--- config.mk ---
export PLATFORM = sky130hd
export DESIGN_NAME = lidar_wall_follow_pd_steering
export DESIGN_NICKNAME = d
export VERILOG_FILES = /design/src/lwf_pkg.sv /design/src/lwf_regs.sv /design/src/lwf_dp.sv /design/src/lwf_ctrl.sv /design/src/lidar_wall_follow_pd_steering.sv
export SDC_FILE = /design/constraint.sdc
export NUM_CORES = 2
export LEC_CHECK = 0
export ABC_AREA = 1
export ABC_CLOCK_PERIOD_IN_PS = 12300
export BUFFER_PORTS_ARGS = -buffer_cell sky130_fd_sc_hd__buf_2
export CORE_UTILIZATION = 30
export DETAILED_ROUTE_END_ITERATION = 8
export SLEW_MARGIN = 20
export SYNTH_ARGS = -nofsm -noshare
export SYNTH_HDL_FRONTEND = slang
export SYNTH_SLANG_ARGS = --single-unit
--- constraint.sdc ---
create_clock -name clk -period 12.3 [get_ports clk]
set_input_delay 2.46 -clock clk [delete_from_list [all_inputs] [get_ports clk]]
set_output_delay 2.46 -clock clk [all_outputs]
set_load 0.05 [all_outputs]
--- src/lwf_pkg.sv ---
// Shared types, constants and codes of the wall-following PD steering block.
package lwf_pkg;

	// Scan geometry
	localparam int SCAN_SIZE = 720;
	localparam int CNT_W = $clog2(SCAN_SIZE);
	localparam int IDX_W = CNT_W + 1;
	localparam int PA_W = IDX_W + 16;

	// Half-scan windows per followed side, upper bound exclusive
	localparam int WIN_LO_NEG = 0;
	localparam int WIN_HI_NEG = SCAN_SIZE * 2 / 4;
	localparam int WIN_LO_ZERO = SCAN_SIZE / 4;
	localparam int WIN_HI_ZERO = SCAN_SIZE * 3 / 4;
	localparam int WIN_LO_POS = SCAN_SIZE * 2 / 4;
	localparam int WIN_HI_POS = SCAN_SIZE * 4 / 4;
	localparam int FRONT_IDX = SCAN_SIZE / 2;

	// Fixed-point constants
	localparam int HALF_PI_Q12 = 6434;
	localparam int ANGLE_LIMIT_Q12 = 7168;
	localparam int SPEED_STEP_Q8 = 128;
	localparam int DRIVE_RESET = 512;

	// floor(y / 10) = (y * DIV10_MUL) >> DIV10_SHIFT, exact for y < 2^22
	localparam int DIV10_MUL = 838861;
	localparam int DIV10_SHIFT = 23;
	localparam int DIV10_BIAS = 10 * 65536;

	// Input action codes
	localparam logic [1:0] ACT_SAMPLE = 2'd0;
	localparam logic [1:0] ACT_FASTER = 2'd1;
	localparam logic [1:0] ACT_SLOWER = 2'd2;
	localparam logic [1:0] ACT_REPEAT = 2'd3;

	// Register map
	localparam int PADDR_W = 5;
	localparam logic [2:0] REG_WALL_DISTANCE = 3'd0;
	localparam logic [2:0] REG_FOLLOW_SIDE = 3'd1;
	localparam logic [2:0] REG_P_GAIN = 3'd2;
	localparam logic [2:0] REG_D_GAIN = 3'd3;
	localparam logic [2:0] REG_ANGLE_GAIN = 3'd4;
	localparam logic [2:0] REG_ANGLE_STEP = 3'd5;

	typedef struct packed {
		logic [15:0] wall_distance;
		logic signed [1:0] follow_side;
		logic signed [15:0] p_gain;
		logic signed [15:0] d_gain;
		logic signed [15:0] angle_gain;
		logic signed [15:0] angle_step;
	} cfg_t;

	typedef struct packed {
		logic [1:0] action;
		logic [15:0] range_sample;
	} item_t;

	typedef struct packed {
		logic signed [15:0] angular_rate;
		logic signed [15:0] linear_speed;
		logic [15:0] nearest_distance;
		logic signed [15:0] nearest_angle;
	} result_t;

	// Controller to datapath
	typedef struct packed {
		logic take;
		logic step1;
		logic step2;
		logic step3;
		logic step4;
		logic step5;
		logic load;
	} cmd_t;

	// Datapath to controller
	typedef struct packed {
		logic scan_end;
	} stat_t;

endpackage

--- src/lwf_regs.sv ---
// Configuration register file with APB-style access.
module lwf_regs (
	input  logic                         clk,
	input  logic                         arst_n,
	input  logic                         psel,
	input  logic                         penable,
	input  logic                         pwrite,
	input  logic [lwf_pkg::PADDR_W-1:0]  paddr,
	input  logic [31:0]                  pwdata,
	output logic [31:0]                  prdata,
	output logic                         pready,
	output lwf_pkg::cfg_t                cfg
);

	lwf_pkg::cfg_t cfg_q;
	logic          wr_en;
	logic [2:0]    reg_idx;

	assign pready  = 1'b1;
	assign wr_en   = psel && penable && pwrite;
	assign reg_idx = paddr[4:2];
	assign cfg     = cfg_q;

	// register writes, unknown indexes ignored
	always_ff @(posedge clk or negedge arst_n) begin
		if (!arst_n) begin
			cfg_q.wall_distance <= 16'd256;
			cfg_q.follow_side   <= 2'sb01;
			cfg_q.p_gain        <= 16'sd256;
			cfg_q.d_gain        <= 16'sd0;
			cfg_q.angle_gain    <= 16'sd0;
			cfg_q.angle_step    <= 16'sd286;
		end else if (wr_en) begin
			unique case (reg_idx)
				lwf_pkg::REG_WALL_DISTANCE: cfg_q.wall_distance <= pwdata[15:0];
				lwf_pkg::REG_FOLLOW_SIDE:   cfg_q.follow_side   <= pwdata[1:0];
				lwf_pkg::REG_P_GAIN:        cfg_q.p_gain        <= pwdata[15:0];
				lwf_pkg::REG_D_GAIN:        cfg_q.d_gain        <= pwdata[15:0];
				lwf_pkg::REG_ANGLE_GAIN:    cfg_q.angle_gain    <= pwdata[15:0];
				lwf_pkg::REG_ANGLE_STEP:    cfg_q.angle_step    <= pwdata[15:0];
				default: ;
			endcase
		end
	end

	// read back, signed fields sign-extended
	always_comb begin
		unique case (reg_idx)
			lwf_pkg::REG_WALL_DISTANCE: prdata = {16'd0, cfg_q.wall_distance};
			lwf_pkg::REG_FOLLOW_SIDE:   prdata = {{30{cfg_q.follow_side[1]}}, cfg_q.follow_side};
			lwf_pkg::REG_P_GAIN:        prdata = {{16{cfg_q.p_gain[15]}}, cfg_q.p_gain};
			lwf_pkg::REG_D_GAIN:        prdata = {{16{cfg_q.d_gain[15]}}, cfg_q.d_gain};
			lwf_pkg::REG_ANGLE_GAIN:    prdata = {{16{cfg_q.angle_gain[15]}}, cfg_q.angle_gain};
			lwf_pkg::REG_ANGLE_STEP:    prdata = {{16{cfg_q.angle_step[15]}}, cfg_q.angle_step};
			default:                    prdata = 32'd0;
		endcase
	end

endmodule

--- src/lwf_dp.sv ---
// Datapath: scan tracking, speed keys and the stepped end-of-scan computation.
module lwf_dp (
	input  logic             clk,
	input  logic             arst_n,
	input  lwf_pkg::cfg_t    cfg,
	input  lwf_pkg::item_t   item,
	input  lwf_pkg::cmd_t    cmd,
	output lwf_pkg::stat_t   stat,
	output lwf_pkg::result_t result
);

	localparam int CW = lwf_pkg::CNT_W;
	localparam int IW = lwf_pkg::IDX_W;
	localparam int PW = lwf_pkg::PA_W;

	// scan state
	logic [CW-1:0]       cnt_q;
	logic [15:0]         near_val_q;
	logic [CW-1:0]       near_pos_q;
	logic [15:0]         front_q;
	logic signed [16:0]  prev_err_q;
	logic signed [15:0]  drive_q;
	logic signed [8:0]   step_q;

	// end-of-scan intermediates
	logic signed [PW-1:0] prod_a_q;
	logic signed [16:0]   err_q;
	logic signed [17:0]   diff_q;
	logic signed [15:0]   ang12_q;
	logic signed [32:0]   pe_q;
	logic signed [33:0]   dd_q;
	logic signed [16:0]   dev_q;
	logic signed [32:0]   ad_q;
	logic signed [34:0]   pd_q;
	logic signed [39:0]   total_q;
	logic signed [15:0]   fifth_q;
	lwf_pkg::result_t     res_q;

	logic                 side_neg, side_pos;
	logic [IW-1:0]        idx, win_lo, win_hi;
	logic                 cnt_end, take_sample, take_key;
	logic signed [8:0]    step_new;
	logic signed [16:0]   drive_sum;
	logic signed [15:0]   drive_new;
	logic signed [IW-1:0] dpos;
	logic signed [16:0]   err_c;
	logic signed [17:0]   diff_c;
	logic signed [PW:0]   ta_sum, ta;
	logic signed [15:0]   ang_sat;
	logic signed [16:0]   ang17, dev_c;
	logic signed [39:0]   spd;
	logic signed [17:0]   x18;
	logic [19:0]          y20;
	logic [39:0]          q_prod;
	logic [16:0]          q17, q_unbias;
	logic signed [40:0]   tr_sum, tr;
	logic signed [15:0]   ang_rate;
	logic signed [16:0]   half_sum;
	logic signed [15:0]   lin;

	// side decode and window bounds
	always_comb begin
		side_neg = cfg.follow_side[1];
		side_pos = (cfg.follow_side == 2'sb01);
		idx      = {1'b0, cnt_q};
		priority if (side_neg) begin
			win_lo = IW'(lwf_pkg::WIN_LO_NEG);
			win_hi = IW'(lwf_pkg::WIN_HI_NEG);
		end else if (side_pos) begin
			win_lo = IW'(lwf_pkg::WIN_LO_POS);
			win_hi = IW'(lwf_pkg::WIN_HI_POS);
		end else begin
			win_lo = IW'(lwf_pkg::WIN_LO_ZERO);
			win_hi = IW'(lwf_pkg::WIN_HI_ZERO);
		end
		cnt_end = (idx + IW'(1)) >= IW'(lwf_pkg::SCAN_SIZE);
	end

	assign stat.scan_end = (item.action == lwf_pkg::ACT_SAMPLE) && cnt_end;
	assign take_sample   = cmd.take && (item.action == lwf_pkg::ACT_SAMPLE);
	assign take_key      = cmd.take && (item.action != lwf_pkg::ACT_SAMPLE);

	// speed key: pick the step, add with saturation
	always_comb begin
		unique case (item.action)
			lwf_pkg::ACT_FASTER: step_new = 9'(lwf_pkg::SPEED_STEP_Q8);
			lwf_pkg::ACT_SLOWER: step_new = -9'(lwf_pkg::SPEED_STEP_Q8);
			default:             step_new = step_q;
		endcase
		drive_sum = {drive_q[15], drive_q} + {{8{step_new[8]}}, step_new};
		if (drive_sum[16] == drive_sum[15])
			drive_new = drive_sum[15:0];
		else
			drive_new = drive_sum[16] ? 16'sh8000 : 16'sh7FFF;
	end

	// per-item state updates
	always_ff @(posedge clk or negedge arst_n) begin
		if (!arst_n) begin
			cnt_q      <= '0;
			near_val_q <= '0;
			near_pos_q <= '0;
			front_q    <= '0;
			prev_err_q <= '0;
			drive_q    <= 16'(lwf_pkg::DRIVE_RESET);
			step_q     <= '0;
		end else begin
			if (take_sample) begin
				if (idx == win_lo) begin
					near_val_q <= item.range_sample;
					near_pos_q <= cnt_q;
				end else if (idx > win_lo && idx < win_hi && item.range_sample != 16'd0 &&
				             item.range_sample < near_val_q) begin
					near_val_q <= item.range_sample;
					near_pos_q <= cnt_q;
				end
				if (idx == IW'(lwf_pkg::FRONT_IDX))
					front_q <= item.range_sample;
				cnt_q <= cnt_end ? '0 : cnt_q + CW'(1);
			end
			if (take_key) begin
				step_q  <= step_new;
				drive_q <= drive_new;
			end
			if (cmd.step1)
				prev_err_q <= err_c;
		end
	end

	// step 1 terms: angle product and wall error
	assign dpos   = $signed({1'b0, near_pos_q}) - $signed(IW'(lwf_pkg::FRONT_IDX));
	assign err_c  = $signed({1'b0, near_val_q}) - $signed({1'b0, cfg.wall_distance});
	assign diff_c = $signed({err_c[16], err_c}) - $signed({prev_err_q[16], prev_err_q});

	// step 2 terms: round angle to Q4.12 and saturate
	always_comb begin
		ta_sum = $signed({prod_a_q[PW-1], prod_a_q}) + $signed((PW+1)'(2));
		ta     = ta_sum >>> 2;
		if ((&ta[PW:15]) || !(|ta[PW:15]))
			ang_sat = ta[15:0];
		else
			ang_sat = ta[PW] ? 16'sh8000 : 16'sh7FFF;
	end

	// step 3 terms: angle deviation from perpendicular
	always_comb begin
		ang17 = {ang12_q[15], ang12_q};
		priority if (side_pos)
			dev_c = ang17 - $signed(17'(lwf_pkg::HALF_PI_Q12));
		else if (side_neg)
			dev_c = ang17 + $signed(17'(lwf_pkg::HALF_PI_Q12));
		else
			dev_c = ang17;
	end

	// step 5 terms: side-signed PD sum and the fifth of the drive speed
	always_comb begin
		priority if (side_pos)
			spd = {pd_q[34], pd_q, 4'b0000};
		else if (side_neg)
			spd = -$signed({pd_q[34], pd_q, 4'b0000});
		else
			spd = '0;
		x18      = $signed({drive_q[15], drive_q, 1'b0}) + 18'sd5;
		y20      = 20'({{2{x18[17]}}, x18}) + 20'(lwf_pkg::DIV10_BIAS);
		q_prod   = y20 * 20'(lwf_pkg::DIV10_MUL);
		q17      = q_prod[lwf_pkg::DIV10_SHIFT+16:lwf_pkg::DIV10_SHIFT];
		q_unbias = q17 - 17'h10000;
	end

	// end-of-scan steps, one multiplier per step
	always_ff @(posedge clk) begin
		if (cmd.step1) begin
			prod_a_q <= dpos * $signed(cfg.angle_step);
			err_q    <= err_c;
			diff_q   <= diff_c;
		end
		if (cmd.step2) begin
			ang12_q <= ang_sat;
			pe_q    <= $signed(cfg.p_gain) * err_q;
		end
		if (cmd.step3) begin
			dd_q  <= $signed(cfg.d_gain) * diff_q;
			dev_q <= dev_c;
		end
		if (cmd.step4) begin
			ad_q <= $signed(cfg.angle_gain) * dev_q;
			pd_q <= $signed({{2{pe_q[32]}}, pe_q}) + $signed({dd_q[33], dd_q});
		end
		if (cmd.step5) begin
			total_q <= spd + $signed({{7{ad_q[32]}}, ad_q});
			fifth_q <= q_unbias[15:0];
		end
		if (cmd.load) begin
			res_q.angular_rate     <= ang_rate;
			res_q.linear_speed     <= lin;
			res_q.nearest_distance <= near_val_q;
			res_q.nearest_angle    <= ang12_q;
		end
	end

	// final: round steering to Q8.8, choose forward speed
	always_comb begin
		tr_sum = $signed({total_q[39], total_q}) + 41'sd2048;
		tr     = tr_sum >>> 12;
		if ((&tr[40:15]) || !(|tr[40:15]))
			ang_rate = tr[15:0];
		else
			ang_rate = tr[40] ? 16'sh8000 : 16'sh7FFF;
		half_sum = $signed({drive_q[15], drive_q}) + 17'sd1;
		priority if (front_q < cfg.wall_distance)
			lin = '0;
		else if ({1'b0, front_q} < {cfg.wall_distance, 1'b0})
			lin = half_sum[16:1];
		else if (ang12_q > $signed(16'(lwf_pkg::ANGLE_LIMIT_Q12)) ||
		         ang12_q < -$signed(16'(lwf_pkg::ANGLE_LIMIT_Q12)))
			lin = fifth_q;
		else
			lin = drive_q;
	end

	assign result = res_q;

endmodule

--- src/lwf_ctrl.sv ---
// Controller: input acceptance, end-of-scan step sequence and result valid.
module lwf_ctrl (
	input  logic           clk,
	input  logic           arst_n,
	input  logic           item_valid,
	output logic           item_stall,
	output logic           result_valid,
	input  logic           result_stall,
	input  lwf_pkg::stat_t stat,
	output lwf_pkg::cmd_t  cmd
);

	localparam logic [2:0] S_IDLE = 3'd0;
	localparam logic [2:0] S_C1   = 3'd1;
	localparam logic [2:0] S_C2   = 3'd2;
	localparam logic [2:0] S_C3   = 3'd3;
	localparam logic [2:0] S_C4   = 3'd4;
	localparam logic [2:0] S_C5   = 3'd5;
	localparam logic [2:0] S_C6   = 3'd6;

	logic [2:0] state_q, state_d;
	logic       res_valid_q;
	logic       take;

	assign item_stall   = (state_q != S_IDLE);
	assign result_valid = res_valid_q;
	assign take         = item_valid && (state_q == S_IDLE);

	// commands
	always_comb begin
		cmd.take  = take;
		cmd.step1 = (state_q == S_C1);
		cmd.step2 = (state_q == S_C2);
		cmd.step3 = (state_q == S_C3);
		cmd.step4 = (state_q == S_C4);
		cmd.step5 = (state_q == S_C5);
		cmd.load  = (state_q == S_C6) && (!res_valid_q || !result_stall);
	end

	// next state
	always_comb begin
		unique case (state_q)
			S_IDLE:  state_d = (take && stat.scan_end) ? S_C1 : S_IDLE;
			S_C1:    state_d = S_C2;
			S_C2:    state_d = S_C3;
			S_C3:    state_d = S_C4;
			S_C4:    state_d = S_C5;
			S_C5:    state_d = S_C6;
			S_C6:    state_d = cmd.load ? S_IDLE : S_C6;
			default: state_d = S_IDLE;
		endcase
	end

	always_ff @(posedge clk or negedge arst_n) begin
		if (!arst_n) begin
			state_q     <= S_IDLE;
			res_valid_q <= 1'b0;
		end else begin
			state_q <= state_d;
			if (cmd.load)
				res_valid_q <= 1'b1;
			else if (!result_stall)
				res_valid_q <= 1'b0;
		end
	end

	// sequence only starts on the last sample of a scan
	ap_start: assert property (@(posedge clk) disable iff (!arst_n)
		(state_q == S_C1) |-> $past(take && stat.scan_end))
		else $error("step sequence started without a scan end");

	// a new result appears only out of the final step
	ap_rise: assert property (@(posedge clk) disable iff (!arst_n)
		$rose(res_valid_q) |-> $past(state_q == S_C6))
		else $error("result valid rose outside the final step");

	// a held result is never overwritten
	ap_hold: assert property (@(posedge clk) disable iff (!arst_n)
		(state_q == S_C6 && res_valid_q && result_stall) |=> (state_q == S_C6))
		else $error("final step left while result was held");

endmodule

--- src/lidar_wall_follow_pd_steering.sv ---
// Top level of the wall-following PD steering block.
// Range samples and speed keys are taken one per cycle while no scan result is being formed or waiting to be loaded.
// The last sample of a scan starts a six-step sequence (one multiplier per computing step, none
// in the final load step); input stalls while it runs, and the result item is valid once the
// final step loads it. Asynchronous active-low reset restores the configuration registers,
// scan state and controller at once; end-of-scan intermediates and the result are not reset.
module lidar_wall_follow_pd_steering (
	input  logic                        clk,
	input  logic                        arst_n,
	input  logic                        psel,
	input  logic                        penable,
	input  logic                        pwrite,
	input  logic [lwf_pkg::PADDR_W-1:0] paddr,
	input  logic [31:0]                 pwdata,
	output logic [31:0]                 prdata,
	output logic                        pready,
	input  logic                        item_valid,
	output logic                        item_stall,
	input  lwf_pkg::item_t              item,
	output logic                        result_valid,
	input  logic                        result_stall,
	output lwf_pkg::result_t            result
);

	lwf_pkg::cfg_t  cfg;
	lwf_pkg::cmd_t  cmd;
	lwf_pkg::stat_t stat;

	lwf_regs u_regs (
		.clk     (clk),
		.arst_n  (arst_n),
		.psel    (psel),
		.penable (penable),
		.pwrite  (pwrite),
		.paddr   (paddr),
		.pwdata  (pwdata),
		.prdata  (prdata),
		.pready  (pready),
		.cfg     (cfg)
	);

	lwf_ctrl u_ctrl (
		.clk          (clk),
		.arst_n       (arst_n),
		.item_valid   (item_valid),
		.item_stall   (item_stall),
		.result_valid (result_valid),
		.result_stall (result_stall),
		.stat         (stat),
		.cmd          (cmd)
	);

	lwf_dp u_dp (
		.clk    (clk),
		.arst_n (arst_n),
		.cfg    (cfg),
		.item   (item),
		.cmd    (cmd),
		.stat   (stat),
		.result (result)
	);

endmodule
Yosys cells after proc, flatten, opt, wreduce, memory -nomap -nowiden. Index checks and enable logic that the tools add are counted.

Muxes and demuxes: 28. Add/sub/neg operators: 17. $lt $le $gt $ge: 8. Reduce and logical (&&, ||, !) cells: 38. $mul: 5. Eq/ne operators: 18.

Operators with widths (number): $pmux W32 S6 (1); $mux W16 (10); $mux W40 (2); $mul A16 B17 Y33 (2); $add A40 B13 Y41 const B (1); $add A40 B33 Y40 (1); $mux W10 (4); $neg A39 Y40 (1); $mul A20 B20 Y39 const B (1); $add A33 B34 Y35 (1); $mul A16 B18 Y34 (1); $mux W17 (2); $lt A16 B16 Y1 (2); $add A27 B3 Y28 const B (1); $mul A11 B16 Y27 (1); $pmux W3 S7 (1); $add A20 B20 Y20 const B (1); $add A17 B4 Y18 const B (1); $mux W9 (2); $pmux W9 S2 (1); $sub A17 B17 Y18 (1); $add A16 B14 Y17 const B (1); $add A16 B2 Y17 const B (1); $add A16 B9 Y17 (1); 37 further kinds (73).

Flip-flop bits (word level): 530. Output and inout port bits: 99. Logic and storage cells: 144. Input bits: 62.

Logic depth before layout (Yosys ltp).
Depth after elaboration: 9. Mapped depth: 33. Gate-level depth less buffers: 33.

Hierarchy. A second synthesis with hierarchy kept.

Cell total of the unflattened synthesis: 9613. Area, all modules: 77642.0 µm².

By module, submodules not included: lwf_dp (cells each 9002, area an instance 73108.9 µm², seq. area each 12383.1 µm², instances 1); lwf_regs (cells each 574, area an instance 4284.1 µm², seq. area each 2062.0 µm², instances 1); lwf_ctrl (cells each 37, area an instance 249.0 µm², seq. area each 100.1 µm², instances 1).

Worst setup path before layout. OpenSTA, ideal clock, no wires.

Path kind: input-to-output. Start point: input paddr[2] (netlist bit). End point: output prdata[17]. Buffers on the path: 2. Slack: 5.786 ns. Arrival time: 4.054 ns. Stages: 6. Data required time: 9.840 ns. Cell sequence: inv_1 > nor3_1 > nand2_1 > clkbuf_1 > nand2_1 > buf_4.

Cells in the longest elaborated chain, start to end: 2. Elaborated cells on any way between the ends: 7. Those cells by class: eq/ne: 5; mux: 1; reduce/logical: 1.

Ends and longest elaborated chain: start: declaration (line lidar_wall_follow_pd_steering.sv:13) `input logic [lwf_pkg::PADDR_W-1:0] paddr,`; $eq A3 B3 Y1 (tied with other cells) (line lwf_regs.sv:48) `unique case (reg_idx)`; $pmux W32 S6 (*) (line lwf_regs.sv:48); end: declaration (line lidar_wall_follow_pd_steering.sv:15) `output logic [31:0] prdata,`.

Every way passes the cells marked *; elsewhere a longest branch is shown, timed or not.

Final worst setup path.
Start point: register u_dp.drive_q[1]. End point: register u_dp.fifth_q[15] (data pin).

Cells in the longest elaborated chain, start to end: 4.

Ends and longest elaborated chain: start: declaration (line lwf_dp.sv:22) `logic signed [15:0] drive_q;`; start signal: assignment (line lwf_dp.sv:105) `drive_q <= 16'(lwf_pkg::DRIVE_RESET);`; start signal: assignment (line lwf_dp.sv:123) `drive_q <= drive_new;`; $add A17 B4 Y18 (line lwf_dp.sv:164) `x18 = $signed({drive_q[15], drive_q, 1'b0}) + 18'sd5;`; $add A20 B20 Y20 (line lwf_dp.sv:165) `y20 = 20'({{2{x18[17]}}, x18}) + 20'(lwf_pkg::DIV10_BIAS);`; $mul A20 B20 Y39 (line lwf_dp.sv:166) `q_prod = y20 * 20'(lwf_pkg::DIV10_MUL);`; named net u_dp.q_prod[38] (line lwf_dp.sv:54) `logic [39:0] q_prod;`; $sub A16 B1 Y16 (line lwf_dp.sv:168) `q_unbias = q17 - 17'h10000;`; end signal: assignment (line lwf_dp.sv:192) `fifth_q <= q_unbias[15:0];`; end: declaration (line lwf_dp.sv:36) `logic signed [15:0] fifth_q;`.

The timed path passes the listed nets, and every way through them passes these cells. A chain may end at the register's enable or synchronous reset.

==> reports/results.tsv <==
metric	value	unit
clock_latency	0.71	ns
synth.most_common_cell	inv_1	
synth_area	77200	um^2
hold_viol_final	0	
htreeDepth	2	
die_h	509	um
ios	161	
drc	0	
placed_area	81400	um^2
num_vias	59500	
grt_max_degree	68	
syn_nets	11400	
ctsHoldBuffers	0	
antenna_found_initial	7	
critPathKind	reg -> reg	
drt_iter0_drc	3980	
start_util	30.3	%
clockBufferDepth	3	
post_cts_resized	0	
setup_violations	0	
clockRootBuffer	clkbuf_16	
rsz0062_at_grt	no	
instances_no_fill	12900	
start_kind	flip-flop	
cap_violations	0	
synth_warnings	0	
first_global_vias	61000	
slew_violations	0	
dieArea	259000	um^2
status	finished, final reports clean	
ant_nets	0	
synth_edf_count	334	
synth_commonest_cells	2311 x inv_1, 2185 x nand2_1, 1121 x fa_1, 683 x ha_1, 572 x nor2_1	
min_delay_path_depth	2	
place_congestion	0.905	
slowest_stage	dfrtp_1	
drtPass1Iterations	6	
synth-seq-cells	514	
cts_inserted_buffers	56	
max_stage_delay	0.58	ns
hp-start	u_dp.near_pos_q[9]$_DFFE_PN0P_	
grt-ovfl-total	0	
syn_to_final_growth	7.84	%
synth_top_cell_by_area	fa_1	
synth_cell_type_count	59	
drive_gt1_share	4.03	%
synthCells	9530	
fin_crit_sh	60.5	%
endpoint_kind	flip-flop	
cp.arrival	7.90	ns
place_inst	12800	
r2r_end	u_dp.fifth_q[15]$_DFFE_PP_	
synthTopCellsByArea	fa_1 29%, edfxtp_1 13%, inv_1 11%, ha_1 11%, nand2_1 11%	
async_reset_ff_share	35.0	%
cts.sinks	514	
seq_area_frac_synth	18.8	%
via_per_inst	4.61	
die_w	509	um
hold_class	reg -> reg	
num_rows	185	
ys.flop_type	edfxtp_1	
tns	0	ns
fin_crit	7.45	ns
fmax	134	MHz
core	255000	um^2
cts_tree	yes	
fin_nets	11400	
worstMarginPinSlew	1.23	ns
synth_top_area_share	29.1	%
rr_worst_depth	26	
cp.required	12.75	ns
cts_setup_buffers	0	
grt_pass1_wl	337	mm
cts.clk_slew.worst_paths	0.06	ns
reg2reg_slack	4.85	ns
final_cell_area	83300	um^2
hold_end	u_dp.near_pos_q[9]$_DFFE_PN0P_	
fin_skew	0.0533	ns
syn_area_per_cell	8.10	um^2
r2r_start	u_dp.drive_q[1]$_DFFE_PN0P_	
slew-limit-headroom	17.9	%
wl_per_cell	16.3	um
critPathMaxFanout	10	
grt_usage	16.4	%
hpwl	176	mm
wl	211	mm
numPortBuffers	141	
[registers in the layout, indices dropped and copies added (netlist names), 17 cells and up]
register         count
u_dp.ad_q           29
u_dp.dd_q           34
u_dp.dev_q          17
u_dp.diff_q         18
u_dp.err_q          17
u_dp.pd_q           35
u_dp.pe_q           33
u_dp.prev_err_q     17
u_dp.prod_a_q       26
u_dp.result         64
u_dp.total_q        29
u_regs.cfg          82
[metrics by stage]
stage          setup slack (ns)  utilization (%)  hold slack (ns)
4_1_cts                    4.99             32.7            0.477
6_report                   4.85             32.7            0.479
3_3_place_gp               5.05             31.9            0.444
5_1_grt                    4.54             32.7            0.491
2_1_floorplan              5.79                -            0.424
3_5_place_dp               5.02             31.9            0.461
[critical path: cells and delay by family, from the launching register on]
family,cells,cell delay [ns]
fa+ha+maj,8,3.51
flops,1,0.58
buf+inv,6,0.56
compound gates,3,0.80
xor+xnor,1,0.41
simple gates,8,1.29
[logic make-up after synthesis]
logic type      count (synthesis)  synth area share (%)
compound gates               1010                  7.30
xor+xnor                      337                  3.82
fa+ha+maj                    1804                  40.1
buf+inv                      2603                  12.8
flops                         514                  18.8
mux                            16                 0.233
other cells                     1               0.00486
simple gates                 3245                  16.9
[cell usage in the layout (no fill, tap or decap), types with 244 or more instances in the layout]
cell type  instances
inv_1           2311
nand3_1          257
nand2_1         2185
a21oi_1          374
nor2_1           563
fa_1            1121
edfxtp_1         334
ha_1             683
o21ai_0          391
xor2_1           244
[layer usage]
metal	up-vias	wire, um	share of wire [%]	GRT usage (%)
li1	28900	-	-	-
met4	6	4570	2.2	3.51
met2	1524	94400	45	26.6
met3	219	14000	6.6	2.83
met5	-	35	0.017	0
met1	28900	97700	46	22.8
[area by class of cell]
| type | count | area, um^2 |
|---|---|---|
| Sequential cell | 514 | 14500 |
| Clock buffer | 61 | 1450 |
| Timing Repair Buffer | 191 | 1090 |
| Tap cell | 3366 | 4210 |
| Clock inverter | 39 | 394 |
| Fill cell | 27100 | 172000 |
| Multi-Input combinational cell | 6413 | 52900 |
| Inverter | 2321 | 8710 |
| Antenna cell | 1 | 2.50 |
[worst max-delay path by stage]
stage,to,cells past startpoint,start,slack (ns)
2_1_floorplan,prdata[17],6,paddr[2],5.79
5_1_grt,u_dp.fifth_q[15]$_DFFE_PP_,26,u_dp.drive_q[1]$_DFFE_PN0P_,4.54
3_3_place_gp,u_dp.fifth_q[15]$_DFFE_PP_,26,u_dp.drive_q[1]$_DFFE_PN0P_,5.05
4_1_cts,u_dp.fifth_q[15]$_DFFE_PP_,26,u_dp.drive_q[1]$_DFFE_PN0P_,4.99
6_report,u_dp.fifth_q[15]$_DFFE_PP_,26,u_dp.drive_q[1]$_DFFE_PN0P_,4.85
3_5_place_dp,u_dp.fifth_q[15]$_DFFE_PP_,26,u_dp.drive_q[1]$_DFFE_PN0P_,5.02
Power is left out: the tool's default activity adds up to more than one toggle a clock period on the data nets, which glitch-free logic cannot reach.
